==> src/sv/sgb_pkg.sv <==
// shared types, constants and the gray conversion for the sobel edge binarizer
// no dependencies; imported by every module of the block

package sgb_pkg;

    // default geometry limits
    localparam int MAX_WIDTH_DEF  = 2048;
    localparam int MAX_HEIGHT_DEF = 4096;

    // register reset values
    localparam logic [11:0] WIDTH_RESET     = 12'd640;
    localparam logic [12:0] HEIGHT_RESET    = 13'd480;
    localparam logic [10:0] THRESHOLD_RESET = 11'd254;

    // configuration register indexes
    typedef enum logic [1:0]
    {
        REG_IMAGE_WIDTH    = 2'd0,
        REG_IMAGE_HEIGHT   = 2'd1,
        REG_EDGE_THRESHOLD = 2'd2,
        REG_UNUSED         = 2'd3
    } cfg_reg_t;

    // output pixel codes
    localparam logic [7:0] EDGE_MARK = 8'd0;
    localparam logic [7:0] FLAT_MARK = 8'd255;

    // luma weights scaled by 256
    localparam logic [7:0] GRAY_R = 8'd54;
    localparam logic [7:0] GRAY_G = 8'd184;
    localparam logic [7:0] GRAY_B = 8'd18;

    // per-pixel position flags from the position unit
    typedef struct packed
    {
        logic has_result;  // center pixel above-left exists
        logic first_col;   // column 1, left border mirrored
        logic second_row;  // row 1, top border mirrored
        logic last_pixel;  // bottom-right pixel of the frame
    } pos_flags_t;

    function automatic logic [7:0] gray_of(input logic [7:0] r, input logic [7:0] g,
                                           input logic [7:0] b);
        logic [15:0] acc;
        acc = 16'(GRAY_R * r) + 16'(GRAY_G * g) + 16'(GRAY_B * b);
        return acc[15:8];
    endfunction

endpackage

==> src/sv/sgb_pos_counter.sv <==
// raster position counters with clamped geometry and frame flags
// depends on sgb_pkg

module sgb_pos_counter
    import sgb_pkg::*;
#(
    parameter int MAX_WIDTH  = MAX_WIDTH_DEF,
    parameter int MAX_HEIGHT = MAX_HEIGHT_DEF,
    parameter int CW         = $clog2(MAX_WIDTH_DEF),
    parameter int RW         = $clog2(MAX_HEIGHT_DEF)
)
(
    input  logic          clk,
    input  logic          rst_n,
    input  logic          step,
    input  logic          sof,
    input  logic [11:0]   width_cfg,
    input  logic [12:0]   height_cfg,
    output logic [CW-1:0] col,
    output logic [RW-1:0] row,
    output pos_flags_t    flags
);

    localparam int WE = (CW + 1 > 12) ? CW + 1 : 12;
    localparam int HE = (RW + 1 > 13) ? RW + 1 : 13;

    logic [CW-1:0] col_reg, col_next;
    logic [RW-1:0] row_reg, row_next;
    logic [WE-1:0] w_ext;
    logic [HE-1:0] h_ext;
    logic [CW:0]   w_eff, c_pre, c_cur, c_inc;
    logic [RW:0]   h_eff, r_pre, r_adv, r_cur, r_inc;

    // geometry clamped to the supported range
    always_comb
    begin
        w_ext = WE'(width_cfg);
        h_ext = HE'(height_cfg);
        priority if (w_ext < WE'(3))
            w_eff = (CW + 1)'(3);
        else if (w_ext > WE'(MAX_WIDTH))
            w_eff = (CW + 1)'(MAX_WIDTH);
        else
            w_eff = w_ext[CW:0];
        priority if (h_ext < HE'(3))
            h_eff = (RW + 1)'(3);
        else if (h_ext > HE'(MAX_HEIGHT))
            h_eff = (RW + 1)'(MAX_HEIGHT);
        else
            h_eff = h_ext[RW:0];
    end

    // position of the arriving pixel
    always_comb
    begin
        c_pre = sof ? '0 : {1'b0, col_reg};
        r_pre = sof ? '0 : {1'b0, row_reg};
        if (c_pre >= w_eff)
        begin
            c_cur = '0;
            r_adv = r_pre + (RW + 1)'(1);
        end
        else
        begin
            c_cur = c_pre;
            r_adv = r_pre;
        end
        r_cur = (r_adv >= h_eff) ? '0 : r_adv;

        c_inc = c_cur + (CW + 1)'(1);
        r_inc = r_cur + (RW + 1)'(1);
        if (c_inc >= w_eff)
        begin
            col_next = '0;
            row_next = (r_inc >= h_eff) ? '0 : r_inc[RW-1:0];
        end
        else
        begin
            col_next = c_inc[CW-1:0];
            row_next = r_cur[RW-1:0];
        end
    end

    assign col              = c_cur[CW-1:0];
    assign row              = r_cur[RW-1:0];
    assign flags.has_result = (c_cur != '0) && (r_cur != '0);
    assign flags.first_col  = (c_cur == (CW + 1)'(1));
    assign flags.second_row = (r_cur == (RW + 1)'(1));
    assign flags.last_pixel = (c_cur == w_eff - (CW + 1)'(1))
                           && (r_cur == h_eff - (RW + 1)'(1));

    always_ff @(posedge clk or negedge rst_n)
    begin
        if (!rst_n)
        begin
            col_reg <= '0;
            row_reg <= '0;
        end
        else if (step)
        begin
            col_reg <= col_next;
            row_reg <= row_next;
        end
    end

endmodule

==> config.mk <==
export PLATFORM = sky130hd
export DESIGN_NAME = sgb_pos_counter
export DESIGN_NICKNAME = d
export VERILOG_FILES = /design/src/sv/sgb_pkg.sv /design/src/sv/sgb_pos_counter.sv
export SDC_FILE = /design/constraint.sdc
export NUM_CORES = 1
export LEC_CHECK = 0
export ABC_AREA = 0
export BUFFER_PORTS_ARGS = -buffer_cell sky130_fd_sc_hd__buf_2
export CAP_MARGIN = 20
export CORE_ASPECT_RATIO = 1.5
export CORE_MARGIN = 2
export CORE_UTILIZATION = 60
export DETAILED_ROUTE_END_ITERATION = 10
export PLACE_DENSITY = 0.85
export SYNTH_ARGS = -nofsm -noshare
export SYNTH_HDL_FRONTEND = slang
export SYNTH_SLANG_ARGS = --single-unit
==> constraint.sdc <==
create_clock -name clk -period 8.9 [get_ports clk]
set_clock_uncertainty 0.15 [all_clocks]
set_input_delay 0.445 -clock clk [delete_from_list [all_inputs] [get_ports clk]]
set_output_delay 0.445 -clock clk [all_outputs]
set_load 0.03 [all_outputs]
After elaboration in Yosys (flattened, before gate mapping) --
Index checks and enable logic that the tools add are counted.
Word-level totals: bits in registers 23, latch bits 0, memory bits (writable) 0, memory bits (read-only) 0, input bits 29, output and inout port bits 27, logic and storage cells 35, memories kept 0
Operators by class: $add $sub $neg 5, $mul 0, div/mod/pow operators 0, magnitude comparators 8, equality and inequality tests 4, shift operators 0, muxes and demuxes 12, bitwise logic cells 0, reductions and logical operators 4
Operators with widths (count):
- $mux W12 | 5
- $mux W13 | 4
- $mux W11 | 3
- $ge A13 B13 Y1 | 2
- $add A12 B1 Y13 const B | 1
- $add A13 B1 Y13 const B | 1
- $eq A13 B1 Y1 const B | 1
- $eq A13 B13 Y1 | 1
- $gt A13 B13 Y1 const B | 1
- $lt A13 B2 Y1 const B | 1
- $reduce_bool A13 Y1 | 1
- $sub A13 B1 Y13 const B | 1
- $add A12 B1 Y12 const B | 1
- $eq A12 B1 Y1 const B | 1
- $eq A12 B12 Y1 | 1
- $ge A11 B12 Y1 | 1
- $ge A12 B12 Y1 | 1
- $gt A12 B12 Y1 const B | 1
- $lt A12 B2 Y1 const B | 1
- $reduce_bool A12 Y1 | 1
- $sub A12 B1 Y12 const B | 1
- $logic_and A1 B1 Y1 | 2

Depth between registers and ports, before layout --
depth after elaboration 11, depth in mapped cells 34, depth with buffers taken out 32

Worst setup path before layout --
Ideal clock, no wire load.
kind input -> output, start point input port sof, end point output port flags[0] in the netlist's numbering, arrival time 7220 ps, required time 8305 ps, setup slack 1085 ps, cell stages on the path 28, path buffers 6, path through buf_2 > buf_1 > clkbuf_1 > buf_1 > nor2_1 > ha_1 > a211oi_1 > nor3_1 > a31oi_4 > a211oi_1 > xor2_1 > inv_1 > ha_1 > nand3_1 > a21oi_1 > o21ai_0 > o21ai_0 > or2_2 > clkbuf_1 > clkbuf_1 > nor2_1 > ha_1 > nand2_1 > a211o_1 > nor4_1 > and4_1 > nand4_1 > nor4_1
RTL lines:
- start: declaration | line sgb_pos_counter.sv:16 | input logic sof,
- end: declaration | line sgb_pos_counter.sv:21 | output pos_flags_t flags

Worst setup path in the final report --
start point input port width_cfg[4], end point register row_reg[11]
Between the ends: cells in the longest elaborated chain, start to end 11, elaborated cells on any way between the ends 15, classes of those cells add/sub: 2; order compare: 6; mux: 7
RTL lines:
- start: declaration | line sgb_pos_counter.sv:17 | input logic [11:0] width_cfg,
- $gt A12 B12 Y1 | line sgb_pos_counter.sv:41 | else if (w_ext > WE'(MAX_WIDTH))
- $mux W12 | line sgb_pos_counter.sv:41
- $mux W12 * | line sgb_pos_counter.sv:39 | priority if (w_ext < WE'(3))
- $ge A11 B12 Y1 | line sgb_pos_counter.sv:58 | if (c_pre >= w_eff)
- $mux W13 | line sgb_pos_counter.sv:58
- $ge A13 B13 Y1 | line sgb_pos_counter.sv:68 | r_cur = (r_adv >= h_eff) ? '0 : r_adv;
- $mux W13 | line sgb_pos_counter.sv:68
- $add A13 B1 Y13 | line sgb_pos_counter.sv:71 | r_inc = r_cur + (RW + 1)'(1);
- $ge A13 B13 Y1 | line sgb_pos_counter.sv:75 | row_next = (r_inc >= h_eff) ? '0 : r_inc[RW-1:0];
- $mux W12 | line sgb_pos_counter.sv:75
- $mux W12 * | line sgb_pos_counter.sv:72 | if (c_inc >= w_eff)
- end signal: assignment | line sgb_pos_counter.sv:102 | row_reg <= row_next;
- end: declaration | line sgb_pos_counter.sv:28 | logic [RW-1:0] row_reg, row_next;
Mark *: on every way between the ends. The rest lies on a longest branch, timed or not. A chain may end at the register's enable or synchronous reset.

==> summary.md <==
| Metric | Value |
|---|---|
| Status | complete, but fails checks |
| Failing checks | negative hold slack |
| Total CTS buffers | 3 |
| Final Setup Violations | 0 |
| FF-to-FF setup slack | 1.61 ns |
| GRT overflow | 0 |
| Bufs on Longest Clock Path | 2 |
| Area growth syn-to-layout | 8.87% |
| Fin cells | 733 |
| GRT Util Overall | 34.1% |
| Drt pass-1 iters | 7 |
| Final nets | 740 |
| CP top delay family | compound AO/OA/AOI/OAI gates |
| GRT met2 Usage | 62.2% |
| RePlAce Congestion | 1.01 |
| DR DRC count | 0 |
| Max_slew headroom | 32.8% |
| Total wire length | 13,400 microns |
| Layout cells sized above 1 | 13.6% |
| Cells after synthesis | 610 |
| Synth warn | 0 |
| Setup TNS | 0 ns |
| Minimum clock period | 8.08 ns |
| Worst-skew pair later-pin latency | 0.29 ns |
| Hold crit path type | input pin to async pin |
| GR peak layer | met2 |
| Sequential Area | 576 sq um |
| Largest net degree at the start of global routing | 48 |
| Slew Viols, Final | 0 |
| Initial Util | 60.9% |
| Least-Margin Pin Slew | 1.01 ns |
| Critical path data required time | 8.96 ns |
| Ant diodes | 0 |
| CTS tree | done |
| Achievable Freq | 124 MHz |
| Pre-CTS WS | 0.780 ns |
| Largest register FFs | 12 |
| Vias | 4,902 |
| Slowest Stage Delay on Critical Path | 0.58 ns |
| Crit-path most repeated cell | o21ai_0 |
| Rows | 38 |
| Worst R2R Start | col_reg[5] |
| Pwr dens | 107 nW/um^2 |
| Layout Cell Area excl Fill | 4730 sq um |
| Hold slack | -0.0166 ns |
| Post-CTS setup buffers | 0 |
| Cell area after synthesis | 4350 sq um |
| Avg WL per Cell | 18.3 microns |
| Number of routed nets with antenna violations | 0 |
| Initial antenna violation count | 0 |
| RSZ-0062 raised after global routing | no |
| Core Box Area | 7130 sq um |
| H-tree Lvls | 1 |
| Die height | 108 microns |
| Critical-path maximum fanout | 22 |
| Cell chosen for the clock root | clkbuf_8 |
| WP buf/inv | 2 |
| Final worst-path cycle share | 90.8% |
| Sequential element share of the synthesized area | 13.2% |
| Path depth of the worst reg2reg path | 28 |
| Clock-pin slew on the worst setup and hold paths | 0.09 ns |
| Inst Count DP | 729 |
| Avg Inst Size Synth | 7.12 sq um |
| HPWL Detailed | 10,800 microns |
| Met1 GRT Util | 35.5% |
| Crit end category | flip-flop |
| Most frequently used flop master after synthesis | dfrtp_1 |
| Fin. Hold Viols | 12 |
| Area of the multi-input gates | 3550 sq um |
| Post-CTS Hold Fix Bufs | 0 |
| EDFF count, synth | 0 |
| 1st-iter DRT viols | 327 |
| Synth cell types | 74 |
| Crit Path Class | input pin to flip-flop |
| Post-synth ARST share | 100% |
| Number of filler instances in the final layout | 640 |
| Synthesized net count | 696 |
| I/O Buffers | 55 |
| Static leakage | 0.00214 uW |
| Max Cap Viol | 0 |
| Slowest-stage cell, CP | or4_4 |
| # resized after CTS | 0 |
| Reg-to-Reg End | row_reg[11] |
| Synth Register Bits | 23 |
| Vias/cell | 6.69 |
| Max VDD drop | 0.0000670 V |
| Die area | 7950 sq um |
| Chip Width | 73.5 microns |
| CP arrival | 8.14 ns |
| Ports | 56 |
| # clock sinks | 23 |
| Final critical-path setup slack | 0.817 ns |
| Startpoint types | input pin |
| Met3 Track Usage GR | 2.80% |
| Placed Area | 4690 sq um |
| First-pass GRT wire length | 21,500 microns |
| Vias in the first global route | 4,654 |
==> per-stage QoR <==
stage	total power (uW)	util, %
after floorplan	340	-
after global placement	420	65.7
after detailed placement	429	65.7
after CTS	499	66.3
after global routing	539	66.3
final	507	66.3
==> layout make-up <==
class	count	area share [%]
well taps	80	2.12
clock buffers	4	0.952
repair buffers	61	6.77
flip-flops and latches	23	12.2
multi-input cells	528	75.1
inverters	37	2.94
==> synth_stat cells, drive strengths merged (3+ instances only) <==
library cell,n,area [sq um]
xnor2,31,272
nor3b,4,30.0
nand4b,3,26.3
dfrtp,23,576
nand2b,12,75.1
o22ai,3,18.8
buf,5,20.0
o21ai,47,235
nand4,5,31.3
a21oi,32,160
or2,3,18.8
a21o,7,52.6
and2,7,43.8
nor2b,7,43.8
xor2,12,105
a31o,3,26.3
a211oi,8,65.1
a31oi,10,77.6
a22oi,4,30.0
inv,37,139
or3,4,25.0
ha,57,713
or4,4,33.8
nor4b,7,61.3
nand3b,3,22.5
nor3,26,161
a211o,3,26.3
and3,5,31.3
clkbuf,17,63.8
nor2,66,250
a41oi,3,26.3
nand2,62,235
nor4,18,119
and4,5,46.3
nand3,33,165
==> worst reg2reg max path: cells and delay by family, from the launching register on <==
family / cells / cell delay (ns)
buffers and inverters: 2 / 0.31
and+or+nand+nor: 7 / 1.87
AOI/OAI and AO/OA: 15 / 3.21
xor gates and xnor gates: 1 / 0.40
DFF: 1 / 0.42
adders and majority gates: 3 / 0.87
==> how the worst max path moves through the flow <==
| stage | startpoint | end | cells after the start |
|---|---|---|---|
| final | width_cfg[4] | row_reg[11] | 30 |
| after detailed placement | width_cfg[4] | row_reg[11] | 30 |
| after CTS | width_cfg[4] | row_reg[11] | 30 |
| after global placement | width_cfg[4] | row_reg[11] | 30 |
| after floorplan | sof | flags[0] | 28 |
| after global routing | width_cfg[4] | row_reg[11] | 30 |
==> cell families after synthesis <==
logic type | Yosys count | share of synthesized area (%)
adder cells (fa/ha/maj) | 57 | 16.4
flip-flops | 23 | 13.2
XOR/XNOR | 43 | 8.67
buffers and inverters | 59 | 5.12
AND/OR/NAND/NOR | 279 | 33.8
multiplexers | 3 | 0.720
AO/OA/AOI/OAI | 146 | 22.0
==> metal layers <==
metal,vias up,share of wire (%)
met1,2262,36
met4,0,7.4
met2,244,51
met5,-,0
met3,76,5.1
li1,2320,-
==> report_power, final <==
part | total, uW | leakage, uW | switching, uW | internal (uW)
sequential | 132 | 0.000294 | 15.4 | 116
clock | 71.8 | 0.0000228 | 39.6 | 32.3
combinational | 303 | 0.00183 | 194 | 109
total | 507 | 0.00214 | 249 | 258
==> layout by cell type, fill, tap and decap left out, types with 5 or more instances in the layout <==
master and count:
buf_4 6, o21ai_0 46, a31oi_1 9, and2_1 7, nand4_1 5, nand3_1 33
xor2_1 12, nand2b_1 12, xnor2_1 31, nor4b_1 7, nor4_1 17, a211oi_1 7
nor2b_1 7, inv_1 34, dfrtp_1 23, nand2_1 61, nor2_1 65, and3_1 5
buf_2 55, a21oi_1 31, a21o_1 7, nor3_1 21, ha_1 57
No activity file was read; power rests on OpenSTA's default activity.
