==> src/sv/sgb_pkg.sv <==
// shared types, constants and the gray conversion for the sobel edge binarizer
// no dependencies; imported by every module of the block

package sgb_pkg;

    // default geometry limits
    localparam int MAX_WIDTH_DEF  = 2048;
    localparam int MAX_HEIGHT_DEF = 4096;

    // register reset values
    localparam logic [11:0] WIDTH_RESET     = 12'd640;
    localparam logic [12:0] HEIGHT_RESET    = 13'd480;
    localparam logic [10:0] THRESHOLD_RESET = 11'd254;

    // configuration register indexes
    typedef enum logic [1:0]
    {
        REG_IMAGE_WIDTH    = 2'd0,
        REG_IMAGE_HEIGHT   = 2'd1,
        REG_EDGE_THRESHOLD = 2'd2,
        REG_UNUSED         = 2'd3
    } cfg_reg_t;

    // output pixel codes
    localparam logic [7:0] EDGE_MARK = 8'd0;
    localparam logic [7:0] FLAT_MARK = 8'd255;

    // luma weights scaled by 256
    localparam logic [7:0] GRAY_R = 8'd54;
    localparam logic [7:0] GRAY_G = 8'd184;
    localparam logic [7:0] GRAY_B = 8'd18;

    // per-pixel position flags from the position unit
    typedef struct packed
    {
        logic has_result;  // center pixel above-left exists
        logic first_col;   // column 1, left border mirrored
        logic second_row;  // row 1, top border mirrored
        logic last_pixel;  // bottom-right pixel of the frame
    } pos_flags_t;

    function automatic logic [7:0] gray_of(input logic [7:0] r, input logic [7:0] g,
                                           input logic [7:0] b);
        logic [15:0] acc;
        acc = 16'(GRAY_R * r) + 16'(GRAY_G * g) + 16'(GRAY_B * b);
        return acc[15:8];
    endfunction

endpackage

==> src/sv/sgb_sobel_core.sv <==
// 3x3 sobel kernel, gradient magnitude and threshold compare
// depends on sgb_pkg

module sgb_sobel_core
    import sgb_pkg::*;
(
    input  logic [7:0]  win [6],     // older column 0..2, newer column 3..5
    input  logic [7:0]  top,
    input  logic [7:0]  mid,
    input  logic [7:0]  bot,
    input  logic        first_col,
    input  logic [10:0] threshold,
    output logic [7:0]  edge_value
);

    logic signed [11:0] l0, l1, l2, m0, m2, r0, r1, r2;
    logic signed [11:0] gx, gy;
    logic        [11:0] ax, ay, mag;

    always_comb
    begin
        // left border mirrors column 1
        l0 = first_col ? $signed({4'b0, top}) : $signed({4'b0, win[0]});
        l1 = first_col ? $signed({4'b0, mid}) : $signed({4'b0, win[1]});
        l2 = first_col ? $signed({4'b0, bot}) : $signed({4'b0, win[2]});
        m0 = $signed({4'b0, win[3]});
        m2 = $signed({4'b0, win[5]});
        r0 = $signed({4'b0, top});
        r1 = $signed({4'b0, mid});
        r2 = $signed({4'b0, bot});

        gx = (r0 + (r1 <<< 1) + r2) - (l0 + (l1 <<< 1) + l2);
        gy = (l2 + (m2 <<< 1) + r2) - (l0 + (m0 <<< 1) + r0);
        ax = gx[11] ? 12'(-gx) : 12'(gx);
        ay = gy[11] ? 12'(-gy) : 12'(gy);
        mag = ax + ay;
        edge_value = (mag >= {1'b0, threshold}) ? EDGE_MARK : FLAT_MARK;
    end

endmodule

==> config.mk <==
export PLATFORM = sky130hd
export DESIGN_NAME = sgb_sobel_core
export DESIGN_NICKNAME = d
export VERILOG_FILES = /design/src/sv/sgb_pkg.sv /design/src/sv/sgb_sobel_core.sv
export SDC_FILE = /design/constraint.sdc
export NUM_CORES = 1
export LEC_CHECK = 0
export BUFFER_PORTS_ARGS = -buffer_cell sky130_fd_sc_hd__buf_4
export CAP_MARGIN = 20
export CORE_MARGIN = 2
export CORE_UTILIZATION = 39
export DETAILED_ROUTE_END_ITERATION = 16
export PLACE_DENSITY = 0.66
export SKIP_LAST_GASP = 1
export SYNTH_ARGS = -nofsm -noshare
export SYNTH_HDL_FRONTEND = slang
export SYNTH_SLANG_ARGS = --single-unit
==> constraint.sdc <==
create_clock -name vclk -period 23.4
set_input_delay 4.68 -clock vclk [all_inputs]
set_output_delay 4.68 -clock vclk [all_outputs]
set_load 0.005 [all_outputs]
# After elaboration in Yosys (flattened, before gate mapping)
# Cells that the tools add are included.
# W data, S select, Z words.
[totals] inputBits=84 latch_bits=0 word_cells=20 ram_bits=0 romBits=0 ff_bits=0 memories=0 out_inout_bits=8
[op_classes] add_sub_neg=13 n_div=0 bitwise=0 multipliers=0 n_eq_ne=0 shift=0 reduce_logical=0 magnitude_cmp=1 mux=6
[op_table] operator="$add A10 B8 Y11" n=4
[op_table] operator="$add A8 B9 Y10" n=4
[op_table] operator="$mux W8" n=4
[op_table] operator="$mux W12" n=2
[op_table] operator="$neg A12 Y12" n=2
[op_table] operator="$sub A11 B11 Y12" n=2
[op_table] operator="$add A12 B12 Y12" n=1
[op_table] operator="$ge A12 B11 Y1" n=1

# Longest topological paths before layout
# Gate-level depths: netlist of run 1.
[depth] word_depth=9 mapped_depth=32 ltp_nobuf=29

# Worst setup path after synthesis of run 1
# Ideal clock, no wire load.
[synth_path] path_kind="in2out" from="input first_col" to="output edge_value[1]" stages=26 arrival_time_ps=12386 required_time_ps=18720 slack_ps=6334 path_buffers=3 path_cell_list="clkbuf_1 -> clkbuf_1 -> mux2i_1 -> fa_1 -> fa_1 -> inv_1 -> fa_1 -> inv_1 -> fa_1 -> a211oi_1 -> o21ai_1 -> a221o_1 -> a21o_1 -> mux2_1 -> fa_1 -> a21o_1 -> a21oi_1 -> o21bai_1 -> a2111oi_0 -> nor2_1 -> xnor2_1 -> ha_1 -> a2111oi_0 -> o211ai_1 -> a221oi_1 -> buf_4"
[synth_between] elab_chain_cells=9 elab_cells_between_ends=18 classes_between="add/sub: 11; order compare: 1; mux: 6"
[synth_rtl] element="start, declared" line_no="sgb_sobel_core.sv:11" rtl="input logic first_col,"
[synth_rtl] element="$mux W8 (on tied branches)" line_no="sgb_sobel_core.sv:23, sgb_sobel_core.sv:24, sgb_sobel_core.sv:25"
[synth_rtl] element="$add A8 B9 Y10 (on tied branches)" line_no="sgb_sobel_core.sv:32, sgb_sobel_core.sv:33"
[synth_rtl] element="$add A10 B8 Y11 (on tied branches)" line_no="sgb_sobel_core.sv:32, sgb_sobel_core.sv:33"
[synth_rtl] element="$sub A11 B11 Y12 (on tied branches)" line_no="sgb_sobel_core.sv:32, sgb_sobel_core.sv:33"
[synth_rtl] element="$neg A12 Y12 (on tied branches)" line_no="sgb_sobel_core.sv:34, sgb_sobel_core.sv:35"
[synth_rtl] element="$mux W12 (on tied branches)" line_no="sgb_sobel_core.sv:34, sgb_sobel_core.sv:35"
[synth_rtl] element="$add A12 B12 Y12 *" line_no="sgb_sobel_core.sv:36" rtl="mag = ax + ay;"
[synth_rtl] element="$ge A12 B11 Y1 *" line_no="sgb_sobel_core.sv:37" rtl="edge_value = (mag >= {1'b0, threshold}) ? EDGE_MARK : FLAT_MARK;"
[synth_rtl] element="$mux W8 *" line_no="sgb_sobel_core.sv:37"
[synth_rtl] element="end, declared" line_no="sgb_sobel_core.sv:13" rtl="output logic [7:0] edge_value"
# Mark *: on every way between the ends. The rest lies on a longest branch, timed or not.

# Worst setup path in the final report of run 1
[layout_path] from="input first_col" to="output edge_value[3]"
# Same word-level chain as after synthesis.

==> results.txt, run 1 <==
result of the run: finished clean
residual antenna-violating net count after detailed routing: 0
Finished Cell Area: 0.004574 mm²
number of maximum-capacitance constraint violations: 0
Distinct cells, synth: 50
max-slew violation count: 0
hold-critical path endpoint: edge_value[0]
first-pass GRT wire length: 12980 µm
post-synthesis compound-gate area fraction: 12.58%
total overflow reported by the global router: 0
Initial Util: 39.74%
Remaining DRCs: 0
netlist area before placement: 0.003849 mm²
cell depth of the worst min-delay path: 7
drt initial violations: 92
signal arrival time at the worst endpoint: 12.71 ns
syn nets: 657
Yosys warning total: 0
total wirelength of the detailed-routed design: 7027 µm
type of the worst setup path: input pin to output port
Post-Synthesis Mean Instance Area: 8.330 µm²
mux cell area share after synthesis: 6.632%
area fraction in and, or, nand and nor cells after synthesis: 9.558%
Setup Slack @ Placement: 6.000 ns
Layout fillers: 951
total number of vias: 3099
slowest library cell on the worst path: sky130_fd_sc_hd__a221oi_1
setup repair bufs after CTS: 0
first-pass iteration count of the detailed router: 4
layout cell share with drive strength beyond 1: 17.42%
maximum number of pins on one net before global-route repair: 25
final-layout clock buffer total: 0
Crit path top cell by count: sky130_fd_sc_hd__fa_1
worst hold path startpoint: threshold[10]
most common cell after layout, fill and taps aside: sky130_fd_sc_hd__inv_1
endpoints failing hold: 0
final hold slack: 10.08 ns
hpwl dp: 6601 µm
Max-Slew Margin vs Limit: 42.80%
element type at the critical path start: input pin
Final Critical Period: 17.39 ns
layout-stage area growth over the synthesis result: 18.86%
number of standard-cell rows in the floorplan: 36
path type of the worst min-delay path: input pin to output port
combined buffer and inverter count along the critical path: 4
area post-placement: 0.004574 mm²
Core Area: 0.009684 mm²
leading cell types in the layout, fill and taps excluded: sky130_fd_sc_hd__inv_1, sky130_fd_sc_hd__buf_4, sky130_fd_sc_hd__fa_1
post-route worst setup slack: 6.015 ns
area of the die: 0.01068 mm²
Die Span Y: 103.3 µm
Data required, critical path: 18.72 ns
FF+latch area: 0 µm²
total of endpoints with negative setup slack in the final report: 0
period utilisation layout: 74.29%
initial antenna violation count: 0
total global routing track utilization: 14.41%
antenna diode count: 0
wire length per cell after detailed routing: 10.54 µm
Post-Synth Adder-Cell Area: 48.37%
setup repair after global routing missed its margin: no
sequential cell count of the final layout: 0
slew at the pin closest to its max-slew limit: 0.8580 ns
IO Pins: 92
Post-CTS Hold Buffers: 0
number of standard cells after synthesis: 462
post-detailed-route via-to-cell ratio: 4.646
final estimated routing congestion in global placement: 0.7939
width of the die: 103.3 µm
final setup TNS: 0 ns
largest stage delay on the critical path: 0.76 ns
Resize count post-CTS: 0
dominant delay contributor by cell family on the critical path: compound AO/OA/AOI/OAI gates
main combinational cell family by area after synthesis: adder cells
highest clock frequency the design can meet: 57.52 MHz
total of buffers placed on input and output ports: 84
via count of the first global-routing pass: 3213
kind of end point of the critical path: output port
parity-gate share of the synthesized area counting xor and xnor cells: 7.737%
highest net fanout along the worst path: 24
nets@finish: 731
Seq/Total Area, Yosys: 0%
-- through the flow --
stage | util [%] | cells
CTS | 47.24 | 667
finish | 47.24 | 667
detailed placement | 47.24 | 667
global placement | 47.24 | 667
floorplan | - | 462
global route | 47.24 | 667
-- cell usage after synthesis, types with 2 or more instances --
cell type                     n  area, µm²
sky130_fd_sc_hd__xnor2_1     24      210.2
sky130_fd_sc_hd__o21a_1       6      45.04
sky130_fd_sc_hd__a221o_1      2      20.02
sky130_fd_sc_hd__and2_1       2      12.51
sky130_fd_sc_hd__inv_1      136      510.5
sky130_fd_sc_hd__o22ai_1      2      12.51
sky130_fd_sc_hd__clkbuf_1     4      15.01
sky130_fd_sc_hd__ha_1        48      600.6
sky130_fd_sc_hd__or2_2        2      12.51
sky130_fd_sc_hd__o211ai_1     3      22.52
sky130_fd_sc_hd__nor3_1       9      45.04
sky130_fd_sc_hd__a31oi_1      2      12.51
sky130_fd_sc_hd__nand4_1      2      12.51
sky130_fd_sc_hd__mux2_2       3      33.78
sky130_fd_sc_hd__buf_4        7      52.55
sky130_fd_sc_hd__a21o_1       8      60.06
sky130_fd_sc_hd__nand2b_1     3      18.77
sky130_fd_sc_hd__fa_1        63       1261
sky130_fd_sc_hd__nand3b_1     2      15.01
sky130_fd_sc_hd__o21bai_1     3      22.52
sky130_fd_sc_hd__or3_1        2      12.51
sky130_fd_sc_hd__nor2b_1      3      18.77
sky130_fd_sc_hd__nand2_1     13      48.80
sky130_fd_sc_hd__xor2_1      10      87.58
sky130_fd_sc_hd__o21ai_0      8      40.04
sky130_fd_sc_hd__a211oi_1     2      15.01
sky130_fd_sc_hd__nand3_1      7      35.03
sky130_fd_sc_hd__mux2i_1     21      210.2
sky130_fd_sc_hd__a21oi_1     17      85.08
sky130_fd_sc_hd__o21ai_1      2      10.01
sky130_fd_sc_hd__nor2_1      24      90.09
sky130_fd_sc_hd__a2111oi_0    2      17.52
sky130_fd_sc_hd__o31ai_1      3      22.52
-- worst max-delay path by stage --
stage | startpoint | end | slack, ns | depth (start not counted)
2_1_floorplan | first_col | edge_value[1] | 6.33 | 26
3_3_place_gp | first_col | edge_value[1] | 6.12 | 25
4_1_cts | first_col | edge_value[3] | 5.98 | 25
6_report | first_col | edge_value[3] | 6.01 | 25
3_5_place_dp | first_col | edge_value[4] | 6.00 | 25
5_1_grt | first_col | edge_value[6] | 5.08 | 26
-- metal layers --
layer	wire length (µm)	GRT usage (%)	up-vias
met5	0	0	-
met3	220	0.1344	4
li1	-	-	1603
met2	3580	27.84	63
met4	40	0.7085	0
met1	3185	18.95	1429
-- logic make-up after synthesis --
| logic type | after synthesis |
|---|---|
| compound gates | 70 |
| xor+xnor | 34 |
| fa+ha+maj | 111 |
| buf+inv | 148 |
| mux | 25 |
| simple gates | 74 |
-- final cells by class --
type	count	area [µm²]	share of cell area (%)
Timing Repair Buffer	84	630.6	13.79
Inverter	136	510.5	11.16
Multi-Input combinational cell	314	3267	71.42
Tap cell	133	166.4	3.638
Power of run 1 is left out: the tool's default activity adds up to more than one toggle a clock period on the data nets, which glitch-free logic cannot reach.
==> run 2, diff against run 1 <==
Clock period 23.4 ns to 17.7 ns, I/O delays scaled along.
==> run 2 against run 1 <==
  * Die area stayed put
  * Global-route usage is 0.18 points higher
  * Critical path depth stayed put
  * Wire length is 1.3% higher
  * Hold slack worse by 2.3 ns
  * Worst setup slack worse by 3.5 ns
==> results.txt, run 2 (synthesis gave the netlist of run 1 again) <==
most common cell after layout, fill and taps aside: sky130_fd_sc_hd__inv_1 (unchanged)
first-pass iteration count of the detailed router: 4 (unchanged)
worst setup path startpoint: first_col (unchanged)
number of maximum-capacitance constraint violations: 0 (unchanged)
layout cell share with drive strength beyond 1: 17.42% (unchanged)
Remaining DRCs: 0 (unchanged)
first-pass GRT wire length: 13060 µm (was 12980 µm)
maximum number of pins on one net before global-route repair: 25 (unchanged)
max-slew violation count: 0 (unchanged)
amount of wire on met3 after detailed routing: 225 µm (was 220 µm)
signal arrival time at the worst endpoint: 11.60 ns (was 12.71 ns)
leading cell types in the layout, fill and taps excluded: sky130_fd_sc_hd__inv_1, sky130_fd_sc_hd__buf_4, sky130_fd_sc_hd__fa_1 (unchanged)
total number of vias: 3100 (was 3099)
highest clock frequency the design can meet: 66.07 MHz
post-detailed-route via-to-cell ratio: 4.648 (was 4.646)
via count of the first global-routing pass: 3201 (was 3213)
setup repair after global routing missed its margin: no (unchanged)
antenna diode count: 0 (unchanged)
wire length per cell after detailed routing: 10.67 µm (was 10.54 µm)
path type of the worst min-delay path: input pin to output port (unchanged)
capture point of the worst path: edge_value[3] (unchanged)
hpwl dp: 6686 µm (was 6601 µm)
Layout fillers: 944 (was 951)
initial antenna violation count: 0 (unchanged)
type of the worst setup path: input pin to output port (unchanged)
post-route insts no fill: 667 (unchanged)
Die Span Y: 103.3 µm (unchanged)
Initial Util: 39.74% (unchanged)
FF+latch area: 0 µm² (unchanged)
result of the run: finished clean (unchanged)
width of the die: 103.3 µm (unchanged)
final-layout clock buffer total: 0 (unchanged)
area of the die: 0.01068 mm² (unchanged)
Max-Slew Margin vs Limit: 44.37% (was 42.80%)
met1 routed wirelength after detailed routing: 3201 µm (was 3185 µm)
sequential cell count of the final layout: 0 (unchanged)
met2 wirelength from detailed routing: 3693 µm (was 3580 µm)
final hold slack: 7.799 ns (was 10.08 ns)
drt initial violations: 85 (was 92)
IO Pins: 92 (unchanged)
nets@finish: 731 (unchanged)
Final Critical Period: 15.14 ns
total global routing track utilization: 14.59% (was 14.41%)
final setup TNS: 0 ns (unchanged)
layout-stage area growth over the synthesis result: 18.86% (unchanged)
total overflow reported by the global router: 0 (unchanged)
residual antenna-violating net count after detailed routing: 0 (unchanged)
cell count after placement: 667 (unchanged)
setup repair bufs after CTS: 0 (unchanged)
total wirelength of the detailed-routed design: 7120 µm (was 7027 µm)
period utilisation layout: 85.51%
endpoints failing hold: 0 (unchanged)
total of buffers placed on input and output ports: 84 (unchanged)
highest net fanout along the worst path: 24 (unchanged)
total of endpoints with negative setup slack in the final report: 0 (unchanged)
final estimated routing congestion in global placement: 0.7878 (was 0.7939)
post-route core utilization: 47.24% (unchanged)
slew at the pin closest to its max-slew limit: 0.8345 ns (was 0.8580 ns)
Resize count post-CTS: 0 (unchanged)
kind of end point of the critical path: output port (unchanged)
Core Area: 0.009684 mm² (unchanged)
element type at the critical path start: input pin (unchanged)
Data required, critical path: 14.16 ns (was 18.72 ns)
top routing layer in use: met3 (was met4)
number of standard-cell rows in the floorplan: 36 (unchanged)
Post-CTS Hold Buffers: 0 (unchanged)
==> run 2: cell counts in the layout (fill, tap and decap cells not counted) <==
Identical to the previous run, type by type.
==> run 2: through the flow <==
step                cell area (µm²)  worst slack [ns]
floorplan                      3849             2.914
global placement               4574             2.703
detailed placement             4574             2.528
CTS                            4574             2.502
global route                   4574             1.732
finish                         4574             2.564
==> run 2: cell type report <==
type | instances | area [µm²] | area share, %
Tap cell | 133 | 166.4 | 3.638
Timing Repair Buffer | 84 | 630.6 | 13.79
Multi-Input combinational cell | 314 | 3267 | 71.42
Inverter | 136 | 510.5 | 11.16
==> run 2: worst min path at each step <==
stage                        from       endpoint  depth (start not counted)
global route        threshold[10]  edge_value[3]                          7
detailed placement  threshold[10]  edge_value[0]                          7
global placement    threshold[10]  edge_value[0]                          7
finish              threshold[10]  edge_value[0]                          7
CTS                 threshold[10]  edge_value[0]                          7
floorplan           threshold[10]  edge_value[0]                          5
==> run 2: critical path, cell delays in order <==
cell	delay [ns]
sky130_fd_sc_hd__buf_4	0.34
sky130_fd_sc_hd__mux2i_1	0.36
sky130_fd_sc_hd__fa_1	0.51
sky130_fd_sc_hd__fa_1	0.55
sky130_fd_sc_hd__inv_1	0.05
sky130_fd_sc_hd__fa_1	0.54
sky130_fd_sc_hd__inv_1	0.07
sky130_fd_sc_hd__fa_1	0.51
sky130_fd_sc_hd__a211oi_1	0.35
sky130_fd_sc_hd__o21ai_1	0.15
sky130_fd_sc_hd__a221o_1	0.37
sky130_fd_sc_hd__a21o_1	0.29
sky130_fd_sc_hd__mux2_1	0.39
sky130_fd_sc_hd__fa_1	0.44
sky130_fd_sc_hd__a21o_1	0.20
sky130_fd_sc_hd__a21oi_1	0.22
sky130_fd_sc_hd__o21bai_1	0.12
sky130_fd_sc_hd__a2111oi_0	0.60
sky130_fd_sc_hd__nor2_1	0.14
sky130_fd_sc_hd__xnor2_1	0.15
sky130_fd_sc_hd__ha_1	0.19
sky130_fd_sc_hd__a2111oi_0	0.37
sky130_fd_sc_hd__o211ai_1	0.16
sky130_fd_sc_hd__a221oi_1	0.75
sky130_fd_sc_hd__buf_4	0.23
==> run 2: per-layer routing <==
layer  vias up  GRT usage, %
met5         -             0
met2        50         28.68
met3         0        0.2688
li1       1605             -
met4         0             0
met1      1445         18.98
Power of run 2 is left out for the same reason.
==> run 3, diff against run 2 <==
Settings changed: ABC_AREA from default to 1.
==> run 3 against run 2 <==
  * Wire length rose by 13%
  * First-iteration DRC count rose by 54%
  * Die area rose by 7.7%
  * Clock-buffer cell count did not move
  * Worst setup slack improved by 1.8 ns
  * Highest routed layer is now met4
  * Sequential share of layout area did not move
  * Fmax rose by 13%
  * Global-route usage rose by 0.96 points
==> results.txt, run 3 <==
path type of the worst min-delay path: input pin to output port (unchanged)
main area contributors after synthesis: sky130_fd_sc_hd__fa_1, sky130_fd_sc_hd__inv_1, sky130_fd_sc_hd__ha_1 (was sky130_fd_sc_hd__fa_1, sky130_fd_sc_hd__ha_1, sky130_fd_sc_hd__inv_1)
Crit path top cell by count: sky130_fd_sc_hd__nand2_1 (was sky130_fd_sc_hd__fa_1)
cell taking the most area after synthesis: sky130_fd_sc_hd__fa_1 (unchanged)
Post-CTS Hold Buffers: 0 (unchanged)
hpwl dp: 7518 µm (was 6686 µm)
setup repair after global routing missed its margin: no (unchanged)
total global routing track utilization: 15.55% (was 14.59%)
result of the run: finished clean (unchanged)
post-detailed-route via-to-cell ratio: 4.442 (was 4.648)
first-pass GRT wire length: 15440 µm (was 13060 µm)
largest stage delay on the critical path: 0.55 ns (was 0.75 ns)
total of endpoints with negative setup slack in the final report: 0 (unchanged)
total overflow reported by the global router: 0 (unchanged)
total number of vias: 3691 (was 3100)
initial antenna violation count: 0 (unchanged)
Synth top area share: 30.34% (was 32.77%)
layout-stage area growth over the synthesis result: 17.55% (was 18.86%)
period utilisation layout: 75.59% (was 85.51%)
total of buffers placed on input and output ports: 84 (unchanged)
total wirelength of the detailed-routed design: 8015 µm (was 7120 µm)
highest clock frequency the design can meet: 74.74 MHz (was 66.07 MHz)
area used by multi-input combinational logic: 0.003387 mm² (was 0.003267 mm²)
slew at the pin closest to its max-slew limit: 0.5015 ns (was 0.8345 ns)
Final Critical Period: 13.38 ns (was 15.14 ns)
residual antenna-violating net count after detailed routing: 0 (unchanged)
max-slew violation count: 0 (unchanged)
cell depth of the worst min-delay path: 7 (unchanged)
maximum number of pins on one net before global-route repair: 45 (was 25)
nets@finish: 892 (was 731)
combined buffer and inverter count along the critical path: 5 (was 4)
Initial Util: 40.26% (was 39.74%)
Seq/Total Area, Yosys: 0% (unchanged)
sequential cell count of the final layout: 0 (unchanged)
element type at the critical path start: input pin (unchanged)
number of maximum-capacitance constraint violations: 0 (unchanged)
wire length per cell after detailed routing: 9.645 µm (was 10.67 µm)
kind of end point of the critical path: output port (unchanged)
number of standard-cell rows in the floorplan: 37 (was 36)
hold-critical path endpoint: edge_value[3] (was edge_value[0])
Data required, critical path: 14.16 ns (about the same)
slowest library cell on the worst path: sky130_fd_sc_hd__fa_1 (was sky130_fd_sc_hd__a221oi_1)
most common cell after layout, fill and taps aside: sky130_fd_sc_hd__inv_1 (unchanged)
final estimated routing congestion in global placement: 0.8389 (was 0.7878)
Distinct cells, synth: 31 (was 50)
signal arrival time at the worst endpoint: 9.84 ns (was 11.60 ns)
area of the die: 0.01150 mm² (was 0.01068 mm²)
layout cell share with drive strength beyond 1: 14.10% (was 17.42%)
antenna diode count: 0 (unchanged)
count leader, synth: sky130_fd_sc_hd__inv_1 (unchanged)
Max-Slew Margin vs Limit: 65.61% (was 44.37%)
via count of the first global-routing pass: 3902 (was 3201)
Core Area: 0.01032 mm² (was 0.009684 mm²)
type of the worst setup path: input pin to output port (unchanged)
Resize count post-CTS: 0 (unchanged)
syn nets: 818 (was 657)
Layout fillers: 1056 (was 944)
netlist area before placement: 0.004156 mm² (was 0.003849 mm²)
worst hold path startpoint: threshold[7] (was threshold[10])
setup repair bufs after CTS: 0 (unchanged)
Remaining DRCs: 0 (unchanged)
leading cell types in the layout, fill and taps excluded: sky130_fd_sc_hd__inv_1, sky130_fd_sc_hd__nand2_1, sky130_fd_sc_hd__buf_4 (was sky130_fd_sc_hd__inv_1, sky130_fd_sc_hd__buf_4, sky130_fd_sc_hd__fa_1)
Yosys warning total: 0 (unchanged)
final-layout clock buffer total: 0 (unchanged)
final setup TNS: 0 ns (unchanged)
FF+latch area: 0 µm² (unchanged)
endpoints failing hold: 0 (unchanged)
drt initial violations: 131 (was 85)
dominant delay contributor by cell family on the critical path: adder cells (was compound AO/OA/AOI/OAI gates)
most common library cells after synthesis: sky130_fd_sc_hd__inv_1, sky130_fd_sc_hd__nand2_1, sky130_fd_sc_hd__fa_1, sky130_fd_sc_hd__ha_1, sky130_fd_sc_hd__nor2_1 (was sky130_fd_sc_hd__inv_1, sky130_fd_sc_hd__fa_1, sky130_fd_sc_hd__ha_1, sky130_fd_sc_hd__nor2_1, sky130_fd_sc_hd__xnor2_1)
number of standard cells after synthesis: 623 (was 462)
first-pass iteration count of the detailed router: 5 (was 4)
IO Pins: 92 (unchanged)
Die Span Y: 107.2 µm (was 103.3 µm)
width of the die: 107.2 µm (was 103.3 µm)
Post-Synthesis Mean Instance Area: 6.672 µm² (was 8.330 µm²)
highest net fanout along the worst path: 44 (was 24)
## run 3: cell families after synthesis
logic type,share of synthesized area (%)
simple gates,23.51
buf+inv,18.51
fa+ha+maj,44.79
compound gates,7.767
xor+xnor,4.425
mux,0.9934
## run 3: metrics by stage
stage                     setup WS (ns)  util, %  hold slack [ns]  area (µm²)  std cells
after floorplan                   4.779        -            7.456        4156        623
after CTS                         4.310    47.33            7.796        4886        831
after global placement            4.480    47.33            7.743        4886        831
after detailed placement          4.329    47.33            7.798        4886        831
final                             4.321    47.33            7.785        4886        831
after global routing              3.762    47.33            7.858        4886        831
## run 3: worst max-delay path by stage
stage                   start             to  slack [ns]  depth (start not counted)
floorplan           first_col  edge_value[1]        4.78                         31
global placement    first_col  edge_value[1]        4.48                         30
detailed placement  first_col  edge_value[4]        4.33                         30
CTS                 first_col  edge_value[4]        4.31                         30
global route        first_col  edge_value[1]        3.76                         30
finish              first_col  edge_value[5]        4.32                         30
## run 3: layout make-up
cell class / count / share of cell area [%]
multi-input combinational: 425 / 69.32
tap: 136 / 3.483
timing repair buffer: 84 / 12.91
inverter: 186 / 14.29
## run 3: routing by layer
layer	global-route usage, %	up-vias	routed length, µm
li1	-	1982	-
met1	19.09	1658	3623
met2	31.78	49	4163
met3	0	2	204
met4	0.3711	0	23
met5	0	-	0
Power of run 3 is left out for the same reason.
